**config.mk**
```make
export PLATFORM = sky130hd
export DESIGN_NAME = bitmap_text_layout_clip
export DESIGN_NICKNAME = d
export VERILOG_FILES = /design/src/rtl/btl_pkg.sv /design/src/rtl/btl_ram.sv /design/src/rtl/bitmap_text_layout_clip.sv
export SDC_FILE = /design/constraint.sdc
export NUM_CORES = 2
export LEC_CHECK = 0
export BUFFER_PORTS_ARGS = -buffer_cell sky130_fd_sc_hd__buf_4
export CORE_MARGIN = 5
export CORE_UTILIZATION = 63
export DETAILED_ROUTE_END_ITERATION = 16
export GPL_ROUTABILITY_DRIVEN = 1
export PLACE_DENSITY = 0.79
export SKIP_LAST_GASP = 1
export SLEW_MARGIN = 20
export SYNTH_ARGS = -nofsm -noshare
export SYNTH_HDL_FRONTEND = slang
export SYNTH_SLANG_ARGS = --single-unit
```
**constraint.sdc**
```tcl
create_clock -name clk -period 8.1 [get_ports clk]
set_input_delay 1.62 -clock clk [delete_from_list [all_inputs] [get_ports clk]]
set_output_delay 1.62 -clock clk [all_outputs]
set_load 0.03 [all_outputs]
```
**src/rtl/btl_pkg.sv**
```systemverilog
// ----------------------------------------------------------------------------
// btl_pkg
// Shared types, constants and helpers for the bitmap text layout block.
// ----------------------------------------------------------------------------
package btl_pkg;

  localparam int GLYPHS      = 128;
  localparam int GLYPH_AW    = $clog2(GLYPHS);
  localparam int ENTRY_W     = 24;
  localparam int CFG_IDX_W   = 3;
  localparam int CFG_DATA_W  = 11;
  localparam int IN_DATA_W   = 40;
  localparam int OUT_DATA_W  = 56;

  localparam logic [7:0]  CODE_END     = 8'd0;
  localparam logic [7:0]  CODE_NEWLINE = 8'd10;
  localparam logic [7:0]  CODE_SPACE   = 8'd32;
  localparam logic [7:0]  CODE_FIRST   = 8'd33;
  localparam logic [10:0] SAT_MAX      = 11'd2047;

  typedef enum logic [0:0] {
    OP_LOAD = 1'b0,
    OP_CHAR = 1'b1
  } opcode_t;

  typedef enum logic [CFG_IDX_W-1:0] {
    REG_ORIGIN_X    = 3'd0,
    REG_ORIGIN_Y    = 3'd1,
    REG_CLIP_WIDTH  = 3'd2,
    REG_CLIP_HEIGHT = 3'd3,
    REG_FONT_HEIGHT = 3'd4,
    REG_SPACE_WIDTH = 3'd5
  } reg_index_t;

  // Clamp a 12-bit sum to the 11-bit pen range.
  function automatic logic [10:0] sat11(input logic [11:0] s);
    sat11 = s[11] ? SAT_MAX : s[10:0];
  endfunction

endpackage

```
**src/rtl/btl_ram.sv**
```systemverilog
// ----------------------------------------------------------------------------
// btl_ram
// Generic single-write, single-read RAM with a registered read port.
// ----------------------------------------------------------------------------
module btl_ram #(
  parameter int WIDTH = 24,
  parameter int DEPTH = 128
) (
  input  logic                     clk,
  input  logic                     we,
  input  logic [$clog2(DEPTH)-1:0] waddr,
  input  logic [WIDTH-1:0]         wdata,
  input  logic                     re,
  input  logic [$clog2(DEPTH)-1:0] raddr,
  output logic [WIDTH-1:0]         rdata
);

  logic [WIDTH-1:0] mem [DEPTH];

  always_ff @(posedge clk) begin
    if (we) begin
      mem[waddr] <= wdata;
    end
    if (re) begin
      rdata <= mem[raddr];
    end
  end

endmodule

```
**src/rtl/bitmap_text_layout_clip.sv**
```systemverilog
// ----------------------------------------------------------------------------
// bitmap_text_layout_clip
// Lays out text from a loaded glyph table and issues clipped blit commands.
// m_tvalid for a character is set from the output register after its glyph RAM
// read and second stage. Throughput: one beat per cycle unless the output stalls;
// the glyph RAM read feeds the pen update, and the pen register closes that loop.
// Reset: pen, stop flag, pipeline valids and configuration registers return to
// defaults; the glyph table holds no defined contents until loaded.
// ----------------------------------------------------------------------------
module bitmap_text_layout_clip (
  input  logic                             clk,
  input  logic                             rst,
  // slave side
  input  logic                             s_tvalid,
  output logic                             s_tready,
  // char_code[7:0], glyph_index[14:8], glyph_row[30:15], glyph_width[38:31]
  input  logic [btl_pkg::IN_DATA_W-1:0]    s_tdata,
  // opcode
  input  logic                             s_tuser,
  // string_end
  input  logic                             s_tlast,
  // master side
  output logic                             m_tvalid,
  input  logic                             m_tready,
  // dest_x[10:0], dest_y[21:11], source_row[37:22], blit_width[45:38],
  // blit_height[53:46]
  output logic [btl_pkg::OUT_DATA_W-1:0]   m_tdata,
  // configuration
  input  logic                             cfg_wen,
  input  logic [btl_pkg::CFG_IDX_W-1:0]    cfg_index,
  input  logic [btl_pkg::CFG_DATA_W-1:0]   cfg_data
);

  // configuration registers
  logic [9:0]  origin_x;
  logic [9:0]  origin_y;
  logic [10:0] clip_width;
  logic [10:0] clip_height;
  logic [7:0]  font_height;
  logic [7:0]  space_width;

  always_ff @(posedge clk) begin
    if (rst) begin
      origin_x    <= 10'd0;
      origin_y    <= 10'd0;
      clip_width  <= 11'd320;
      clip_height <= 11'd256;
      font_height <= 8'd8;
      space_width <= 8'd4;
    end else if (cfg_wen) begin
      unique case (cfg_index)
        btl_pkg::REG_ORIGIN_X:    origin_x    <= cfg_data[9:0];
        btl_pkg::REG_ORIGIN_Y:    origin_y    <= cfg_data[9:0];
        btl_pkg::REG_CLIP_WIDTH:  clip_width  <= cfg_data;
        btl_pkg::REG_CLIP_HEIGHT: clip_height <= cfg_data;
        btl_pkg::REG_FONT_HEIGHT: font_height <= cfg_data[7:0];
        btl_pkg::REG_SPACE_WIDTH: space_width <= cfg_data[7:0];
        default: ;
      endcase
    end
  end

  // input fields
  logic [7:0]  in_code;
  logic [6:0]  in_gidx;
  logic [15:0] in_grow;
  logic [7:0]  in_gwid;
  assign in_code = s_tdata[7:0];
  assign in_gidx = s_tdata[14:8];
  assign in_grow = s_tdata[30:15];
  assign in_gwid = s_tdata[38:31];

  logic accept;
  logic accept_char;
  logic accept_load;
  assign accept      = s_tvalid && s_tready;
  assign accept_char = accept && (s_tuser == btl_pkg::OP_CHAR);
  assign accept_load = accept && (s_tuser == btl_pkg::OP_LOAD);

  logic                         ram_we;
  logic [btl_pkg::GLYPH_AW-1:0] ram_waddr;
  logic [btl_pkg::GLYPH_AW-1:0] ram_raddr;
  logic [7:0]                   code_off;
  logic [btl_pkg::ENTRY_W-1:0]  entry;

  assign ram_we    = accept_load && ({1'b0, in_gidx} < 8'(btl_pkg::GLYPHS));
  assign ram_waddr = btl_pkg::GLYPH_AW'(in_gidx);
  assign code_off  = in_code - btl_pkg::CODE_FIRST;
  assign ram_raddr = code_off[btl_pkg::GLYPH_AW-1:0];

  btl_ram #(
    .WIDTH (btl_pkg::ENTRY_W),
    .DEPTH (btl_pkg::GLYPHS)
  ) u_glyph_ram (
    .clk   (clk),
    .we    (ram_we),
    .waddr (ram_waddr),
    .wdata ({in_gwid, in_grow}),
    .re    (accept_char),
    .raddr (ram_raddr),
    .rdata (entry)
  );

  // second stage: character waiting on its table entry
  logic       s1_valid;
  logic [7:0] s1_code;
  logic       s1_last;
  logic       s1_go;

  assign s1_go    = s1_valid && (!m_tvalid || m_tready);
  assign s_tready = !s1_valid || s1_go;

  always_ff @(posedge clk) begin
    if (rst) begin
      s1_valid <= 1'b0;
    end else if (s_tready) begin
      s1_valid <= accept_char;
    end
  end

  always_ff @(posedge clk) begin
    if (accept_char) begin
      s1_code <= in_code;
      s1_last <= s_tlast;
    end
  end

  // pen state
  logic [10:0] pen_column;
  logic [10:0] pen_row;
  logic        stopped;
  logic [10:0] pen_column_next;
  logic [10:0] pen_row_next;
  logic        stopped_next;

  logic [10:0] row_nl;
  logic [10:0] col_sp;
  logic [10:0] col_rem;
  logic [10:0] row_rem;
  logic [7:0]  blit_w;
  logic [7:0]  blit_h;
  logic        printable;
  logic [8:0]  s1_off;
  logic        emit;

  assign row_nl  = btl_pkg::sat11({1'b0, pen_row} + {4'd0, font_height});
  assign col_sp  = btl_pkg::sat11({1'b0, pen_column} + {4'd0, space_width});
  assign col_rem = clip_width - pen_column;
  assign row_rem = clip_height - pen_row;
  assign s1_off  = {1'b0, s1_code} - {1'b0, btl_pkg::CODE_FIRST};
  assign printable = (s1_code >= btl_pkg::CODE_FIRST) && (pen_column < clip_width)
                     && (s1_off < 9'(btl_pkg::GLYPHS));

  always_comb begin
    if ({3'd0, entry[23:16]} < col_rem) begin
      blit_w = entry[23:16];
    end else begin
      blit_w = col_rem[7:0];
    end
    if (pen_row >= clip_height) begin
      blit_h = 8'd0;
    end else if ({3'd0, font_height} < row_rem) begin
      blit_h = font_height;
    end else begin
      blit_h = row_rem[7:0];
    end
  end

  always_comb begin
    pen_column_next = pen_column;
    pen_row_next    = pen_row;
    stopped_next    = stopped;
    emit            = 1'b0;
    if (!stopped) begin
      if (s1_code == btl_pkg::CODE_END) begin
        stopped_next = 1'b1;
      end else if (s1_code == btl_pkg::CODE_NEWLINE) begin
        pen_column_next = 11'd0;
        pen_row_next    = row_nl;
        stopped_next    = (row_nl >= clip_height);
      end else if (s1_code == btl_pkg::CODE_SPACE) begin
        pen_column_next = col_sp;
      end else if (printable && (blit_w != 8'd0)) begin
        emit            = (blit_h != 8'd0);
        pen_column_next = btl_pkg::sat11({1'b0, pen_column} + {4'd0, blit_w});
      end
    end
    // end of string: restart the pen for the next string
    if (s1_last) begin
      pen_column_next = 11'd0;
      pen_row_next    = 11'd0;
      stopped_next    = 1'b0;
    end
  end

  always_ff @(posedge clk) begin
    if (rst) begin
      pen_column <= 11'd0;
      pen_row    <= 11'd0;
      stopped    <= 1'b0;
    end else if (s1_go) begin
      pen_column <= pen_column_next;
      pen_row    <= pen_row_next;
      stopped    <= stopped_next;
    end
  end

  // output register
  always_ff @(posedge clk) begin
    if (rst) begin
      m_tvalid <= 1'b0;
    end else if (s1_go) begin
      m_tvalid <= emit;
    end else if (m_tready) begin
      m_tvalid <= 1'b0;
    end
  end

  always_ff @(posedge clk) begin
    if (s1_go && emit) begin
      m_tdata <= {2'b00, blit_h, blit_w, entry[15:0],
                  btl_pkg::sat11({2'b00, origin_y} + {1'b0, pen_row}),
                  btl_pkg::sat11({2'b00, origin_x} + {1'b0, pen_column})};
    end
  end

  // checks
  a_blit_nonzero: assert property (@(posedge clk) disable iff (rst)
    m_tvalid |-> (m_tdata[45:38] != 8'd0) && (m_tdata[53:46] != 8'd0))
    else $error("blit with zero width or height");

  a_char_enters: assert property (@(posedge clk) disable iff (rst)
    (s_tvalid && s_tready && s_tuser) |=> s1_valid)
    else $error("accepted character lost before table lookup");

  a_string_restart: assert property (@(posedge clk) disable iff (rst)
    (s1_go && s1_last) |=> (pen_column == 11'd0) && (pen_row == 11'd0) && !stopped)
    else $error("pen not restarted after end of string");

endmodule

```
## Yosys cells after proc, flatten, opt, wreduce, memory -nomap -nowiden

Memories as Yosys holds them, arrays and structs flattened. A register that Yosys moved wholly into a read port is not among the register bits.
Cells that the tools add are included.

| operators by class | value |
|---|---|
| equal/unequal tests | 9 |
| multiplexer cells | 29 |
| add/sub/neg operators | 9 |
| magnitude comparators | 7 |
| bitwise operators | 1 |
| reduce and logical (&&, ||, !) cells | 27 |

Operator list:

| kind | number |
|---|---|
| 11-bit 2-to-1 mux | 13 |
| 11-bit by 8-bit adder with 12-bit output | 3 |
| 10-bit by 11-bit adder with 12-bit output | 2 |
| 8-bit 2-to-1 mux | 3 |
| 11-bit >= comparator | 2 |
| 8-bit by 11-bit < comparator with 1-bit output | 2 |
| 11-bit subtractor | 2 |
| 8-bit nonzero test | 2 |
| 1-bit 2-to-1 mux | 13 |
| 2-bit AND reduction | 6 |
| 11-bit < comparator | 1 |
| 9-bit by 8-bit < comparator with 1-bit output (second input constant) | 1 |
| 8-bit by 6-bit subtractor with 9-bit output (second input constant) | 1 |
| 8-bit by 4-bit == test with 1-bit output (second input constant) | 1 |
| 8-bit by 6-bit == test with 1-bit output (second input constant) | 1 |
| 8-bit by 6-bit >= comparator with 1-bit output (second input constant) | 1 |
| 1-bit logical AND | 8 |
| 8-bit zero test | 1 |
| 4-bit AND reduction | 2 |
| 7-bit by 6-bit subtractor with 7-bit output (second input constant) | 1 |
| 3-bit by 2-bit == test with 1-bit output (second input constant) | 2 |
| 3-bit == test (second input constant) | 2 |
| 2-bit inequality test (second input constant) | 2 |
| 2-bit nonzero test | 2 |
| other kinds (6) | 8 |

| word-level totals | value |
|---|---|
| bits of input ports | 61 |
| memories | 1 |
| memory bits (writable) | 3072 |
| bits in registers | 146 |
| word-level logic and storage cells | 99 |
| output and inout bits | 58 |

Memories:

| name | words | bits a word | read ports | clocked after Yosys merged registers in | write ports | RTL line | text |
|---|---|---|---|---|---|---|---|
| u_glyph_ram.mem | 128 | 24 | 1 | 1 | 1 | btl_ram.sv:18 | `logic [WIDTH-1:0] mem [DEPTH];` |

## Longest topological paths before layout

| logic depth | value |
|---|---|
| word-level depth | 11 |
| gate-level depth with buffers | 28 |
| gate-level depth less buffers | 27 |

## Modules after synthesis

A second synthesis with hierarchy kept.

| second synthesis, totals | value |
|---|---|
| cells, all modules | 5571 |
| area total of the unflattened synthesis | 126814.1 µm² |

By module, submodules not included:

| module | cells each | area each (µm²) | times used | seq. area each (µm²) |
|---|---|---|---|---|
| btl_ram | 4538 | 117621.6 | 1 | 92969.2 |
| bitmap_text_layout_clip | 1033 | 9192.6 | 1 | 3553.4 |

## Worst setup path after synthesis

OpenSTA, ideal clock, no wires.

| path | value |
|---|---|
| path type | register to register |
| start | register pen_column[1] |
| end | register m_tdata[0] in the netlist's numbering (enable) |
| setup time | 0.466 ns |
| data required time | 7.634 ns |
| clock period less this slack | 6.102 ns |
| arrival | 5.636 ns |
| stages on the path, launching flop included | 18 |
| buffers on the path | 0 |
| setup slack | 1.998 ns |
| cells stage by stage | dfxtp_1 > inv_1 > ha_1 > nand3b_1 > a21oi_1 > o21ai_0 > a21boi_0 > nor2_1 > xor2_1 > ha_1 > a21oi_1 > a221oi_1 > o211ai_1 > a2111oi_0 > o311a_1 > mux2i_2 > nand4_1 > nor2_1 |

| between the ends | value |
|---|---|
| longest elaborated chain between the ends | 11 |
| elaborated cells on any way between the ends | 14 |
| classes of those cells | add/sub: 1; order compare: 2; mux: 6; reduce/logical: 5 |

RTL lines:

| element | RTL line | text |
|---|---|---|
| from (decl) | bitmap_text_layout_clip.sv:129 | `logic [10:0] pen_column;` |
| from (signal assigned) | bitmap_text_layout_clip.sv:202 | `pen_column <= pen_column_next;` |
| 11-bit subtractor | bitmap_text_layout_clip.sv:148 | `assign col_rem = clip_width - pen_column;` |
| 8-bit by 11-bit < comparator with 1-bit output | bitmap_text_layout_clip.sv:155 | `if ({3'd0, entry[23:16]} < col_rem) begin` |
| 8-bit 2-to-1 mux | bitmap_text_layout_clip.sv:155 |  |
| 8-bit nonzero test | bitmap_text_layout_clip.sv:183 | `end else if (printable && (blit_w != 8'd0)) begin` |
| 1-bit logical AND (*) | bitmap_text_layout_clip.sv:183 |  |
| 1-bit 2-to-1 mux (*) | bitmap_text_layout_clip.sv:183 |  |
| 1-bit 2-to-1 mux (*) | bitmap_text_layout_clip.sv:181 | `end else if (s1_code == btl_pkg::CODE_SPACE) begin` |
| 1-bit 2-to-1 mux (*) | bitmap_text_layout_clip.sv:177 | `end else if (s1_code == btl_pkg::CODE_NEWLINE) begin` |
| 1-bit 2-to-1 mux (*) | bitmap_text_layout_clip.sv:175 | `if (s1_code == btl_pkg::CODE_END) begin` |
| 1-bit 2-to-1 mux (*) | bitmap_text_layout_clip.sv:174 | `if (!stopped) begin` |
| 1-bit logical AND (*) | bitmap_text_layout_clip.sv:220 | `if (s1_go && emit) begin` |
| to (signal assigned) | bitmap_text_layout_clip.sv:221 | `m_tdata <= {2'b00, blit_h, blit_w, entry[15:0],` |
| to (decl) | bitmap_text_layout_clip.sv:27 | `output logic [btl_pkg::OUT_DATA_W-1:0] m_tdata,` |

Mark *: on every way between the ends. The rest lies on a longest branch, timed or not.
A chain may end at the register's enable or synchronous reset.

## Final worst setup path

| path | value |
|---|---|
| start | register pen_column[1] |
| end | register pen_column[8] |

| between the ends | value |
|---|---|
| longest elaborated chain between the ends | 11 |
| elaborated cells on any way between the ends | 20 |
| classes of those cells | add/sub: 3; order compare: 2; mux: 9; reduce/logical: 6 |

RTL lines:

| element | RTL line | text |
|---|---|---|
| 11-bit subtractor (*) | bitmap_text_layout_clip.sv:148 |  |
| 8-bit by 11-bit < comparator with 1-bit output (*) | bitmap_text_layout_clip.sv:155 |  |
| 8-bit 2-to-1 mux (*) | bitmap_text_layout_clip.sv:155 |  |
| net blit_w[0] | bitmap_text_layout_clip.sv:140 | `logic [7:0] blit_w;` |
| 11-bit by 8-bit adder with 12-bit output | bitmap_text_layout_clip.sv:185 | `pen_column_next = btl_pkg::sat11({1'b0, pen_column} + {4'd0, blit_w});` |
| 11-bit 2-to-1 mux | btl_pkg.sv:37 | `sat11 = s[11] ? SAT_MAX : s[10:0];` |
| 11-bit 2-to-1 mux | bitmap_text_layout_clip.sv:183 |  |
| 11-bit 2-to-1 mux | bitmap_text_layout_clip.sv:181 |  |
| 11-bit 2-to-1 mux | bitmap_text_layout_clip.sv:177 |  |
| 11-bit 2-to-1 mux | bitmap_text_layout_clip.sv:175 |  |
| 11-bit 2-to-1 mux | bitmap_text_layout_clip.sv:174 |  |
| 11-bit 2-to-1 mux | bitmap_text_layout_clip.sv:189 | `if (s1_last) begin` |

Mark *: on every way through the listed nets, which the timed path passes. The rest lies on a longest branch. The select of a mux whose other input is x is not followed.

==> results.toml <==
[outcome]
status = "complete, no violations"

[min_path]
whs_path_depth = 0
hold_class = "flip-flop to flip-flop"

[die]
coreArea_um2 = 200100
num_rows = 164
top_level_ports = 119
die_height_um = 458.8
start_util = 0.6343
die_w_um = 458.8
die_area_um2 = 210500

[clock_tree]
ctsResizeCount = 0
clkLatencyLatePin_ns = 1.00
tritoncts = "built"
postCtsSetupBuffers = 0
clk_path_buf_depth = 4
cts.sinks = 3242
clkTransAtPathRegs_ns = 0.06
numCtsBuffers = 325
htreeDepth = 5
ctsHoldBuffers = 0
root_buffer = "clkbuf_16"

[place]
post-place-ws_ns = 1.822
hpwl_um = 172900
place.gp.congestion = 0.8520
placed_area_um2 = 132100
numPortBuffers = 115

[cells_and_area]
final_common_cell = "edfxtp_1"
most-common-layout-cells = "3,159 x edfxtp_1, 1,008 x mux4_2, 331 x clkbuf_16"
syn_to_final_growth_pct = 11.96
final_layout_size_suffix_gt1_frac = 0.3084
design_area_um2 = 142100
nets = 6104

[synth]
netlist_instances = 5592
syn_area_um2 = 126900
synthTopCellsByArea = "edfxtp_1 75%, mux4_2 18%, dfxtp_1 1.3%"
yosysTopAreaCell = "edfxtp_1"
synth_ff_type = "edfxtp_1"
synth.distinct_cells = 74
synth_edf_count = 3159
ys_ff_latch = 3242
yosysTopAreaCellShare = 0.7475
ys_async_sr_fraction = 0
ys_warn_count = 0
avgSynthCellArea_um2 = 22.69
ys_seq_area_frac = 0.7606

[timing]
fin_skew_ns = 0.07530
final-max-slew-violation-count = 0
slew_headroom = 0.2012
tightestPinTransition_ns = 1.198
rsz0062_at_grt = "no"
finalHoldViolCount = 0
fmax_ghz = 0.1533
timing.hold.ws_ns = 0.4290
fin_crit_ns = 6.523
fin_setup_tns_ns = 0
post-route-period-util = 0.8054
layout_setup_ws_ns = 1.577
setup_violations = 0

[global_routing]
met2_usage = 0.5380
grt_pass1_wl_um = 502800
grt_max_degree = 110
top_usage_layer = "met2"
grt_usage = 0.3419
gr-usage-met1 = 0.4496
first_global_vias = 66060
gr-usage-met3 = 0.09762
overflow = 0
antenna_found_initial = 31

[power]
power.leakage_nw = 44.61
vdd_drop_max_v = 0.0002282
power_density_nw_per_um2 = 251.7
p_total_mw = 35.76

[worst_setup_path]
arrival_ns = 7.35
critPathKind = "flip-flop to flip-flop"
end_kind = "flip-flop"
required_ns = 8.92
r2r_cells = 26
start_kind = "flip-flop"
crit_fanout = 11

[drt]
ant_nets = 0
wirelength_um = 356500
drc = 0
vias = 65670
first_pass_iters = 8
via_per_inst = 7.416
routedWlPerCell_um = 40.26
drt-initial-drc-count = 11180

[run]
drv_cap = 0
-- stage by stage --
stage,util,instances
final,0.7101,8855
after global routing,0.7100,8843
after CTS,0.7096,8836
after detailed placement,0.6602,8275
after global placement,0.6602,8275
after floorplan,-,5593
-- worst paths after layout --
path                         from            end  slack [ns]
max                 pen_column[1]  pen_column[8]        1.58
min reg2reg  u_glyph_ram.rdata[1]    m_tdata[23]        0.43
min          u_glyph_ram.rdata[1]    m_tdata[23]        0.43
max reg2reg         pen_column[1]  pen_column[8]        1.58
-- synth_stat cells (6+ instances only) --
cell / number
dfxtp_1: 83
buf_4: 18
nor2b_1: 26
xor2_1: 21
o211ai_1: 6
ha_1: 89
clkbuf_1: 154
mux2i_1: 22
edfxtp_1: 3159
xnor2_1: 24
nand2b_1: 17
nor2_1: 209
nor4_1: 8
buf_2: 51
o21a_1: 15
a21boi_0: 9
a21o_1: 10
a22o_1: 7
inv_1: 71
nand4_1: 9
o221ai_1: 10
fa_1: 7
o21ai_0: 49
buf_1: 37
a21oi_1: 98
nor3_1: 20
nand2_1: 199
mux4_2: 1008
mux2_2: 30
nand3_1: 38
-- registers in the layout, indices dropped and copies added (netlist names), 8 cells and up --
signal,flops
origin_x,10
origin_y,10
u_glyph_ram.rdata,24
u_glyph_ram.mem,3072
space_width,8
pen_column,11
font_height,8
m_tdata,54
clip_width,11
pen_row,11
s1_code,8
clip_height,11
-- critical path: stages, from the launching register on --
cell       delay [ns]
dfxtp_1          0.46
inv_1            0.22
ha_1             0.35
nand3b_1         0.12
a21oi_1          0.10
o21ai_0          0.40
a21boi_0         0.17
nor2_1           0.13
xor2_1           0.25
ha_1             0.27
a21oi_1          0.06
a221oi_1         0.23
o211ai_1         0.13
a2111oi_0        0.40
o311a_1          0.59
a21oi_1          0.20
ha_1             0.26
fa_1             0.46
a21oi_1          0.23
o211ai_1         0.16
o21ai_0          0.18
nand2b_1         0.07
a21oi_1          0.29
xnor2_1          0.16
a21o_1           0.16
a21oi_1          0.08
o2111a_1         0.25
-- per-layer routing --
layer	up-vias	part of all wire
met5	-	0.00042
met4	20	0.058
met3	1153	0.14
met2	6280	0.48
met1	33850	0.32
li1	24370	-
-- cell families (layout without fill, tap and decap cells) --
| kind of cell | after synthesis | in the layout | synth area share |
|---|---|---|---|
| flip-flops | 3242 | 3242 | 0.7606 |
| AO/OA/AOI/OAI | 255 | 255 | 0.01269 |
| adder cells (fa/ha/maj) | 97 | 97 | 0.009959 |
| buffers and inverters | 333 | 921 | 0.01100 |
| other | 1 | 20 | 0.00002955 |
| multiplexers | 1062 | 1062 | 0.1835 |
| AND/OR/NAND/NOR | 557 | 557 | 0.01908 |
| XOR/XNOR | 45 | 45 | 0.003106 |
-- area by class of cell --
type,instances,area (µm²)
Sequential cell,3242,96520
Antenna cell,18,45.04
Clock buffer,392,8512
Fill cell,10260,58000
Tap cell,2656,3323
Timing Repair Buffer,289,2410
Inverter,71,266.5
Clock inverter,169,1380
Multi-Input combinational cell,2018,29610
-- where the power goes --
| group | internal [mW] | leakage, nW | switching (mW) |
|---|---|---|---|
| sequential | 18.5 | 29.1 | 0.0366 |
| clock | 8.19 | 4.83 | 6.48 |
| combinational | 1.00 | 10.7 | 1.58 |
No activity file was read; power rests on OpenSTA's default activity.
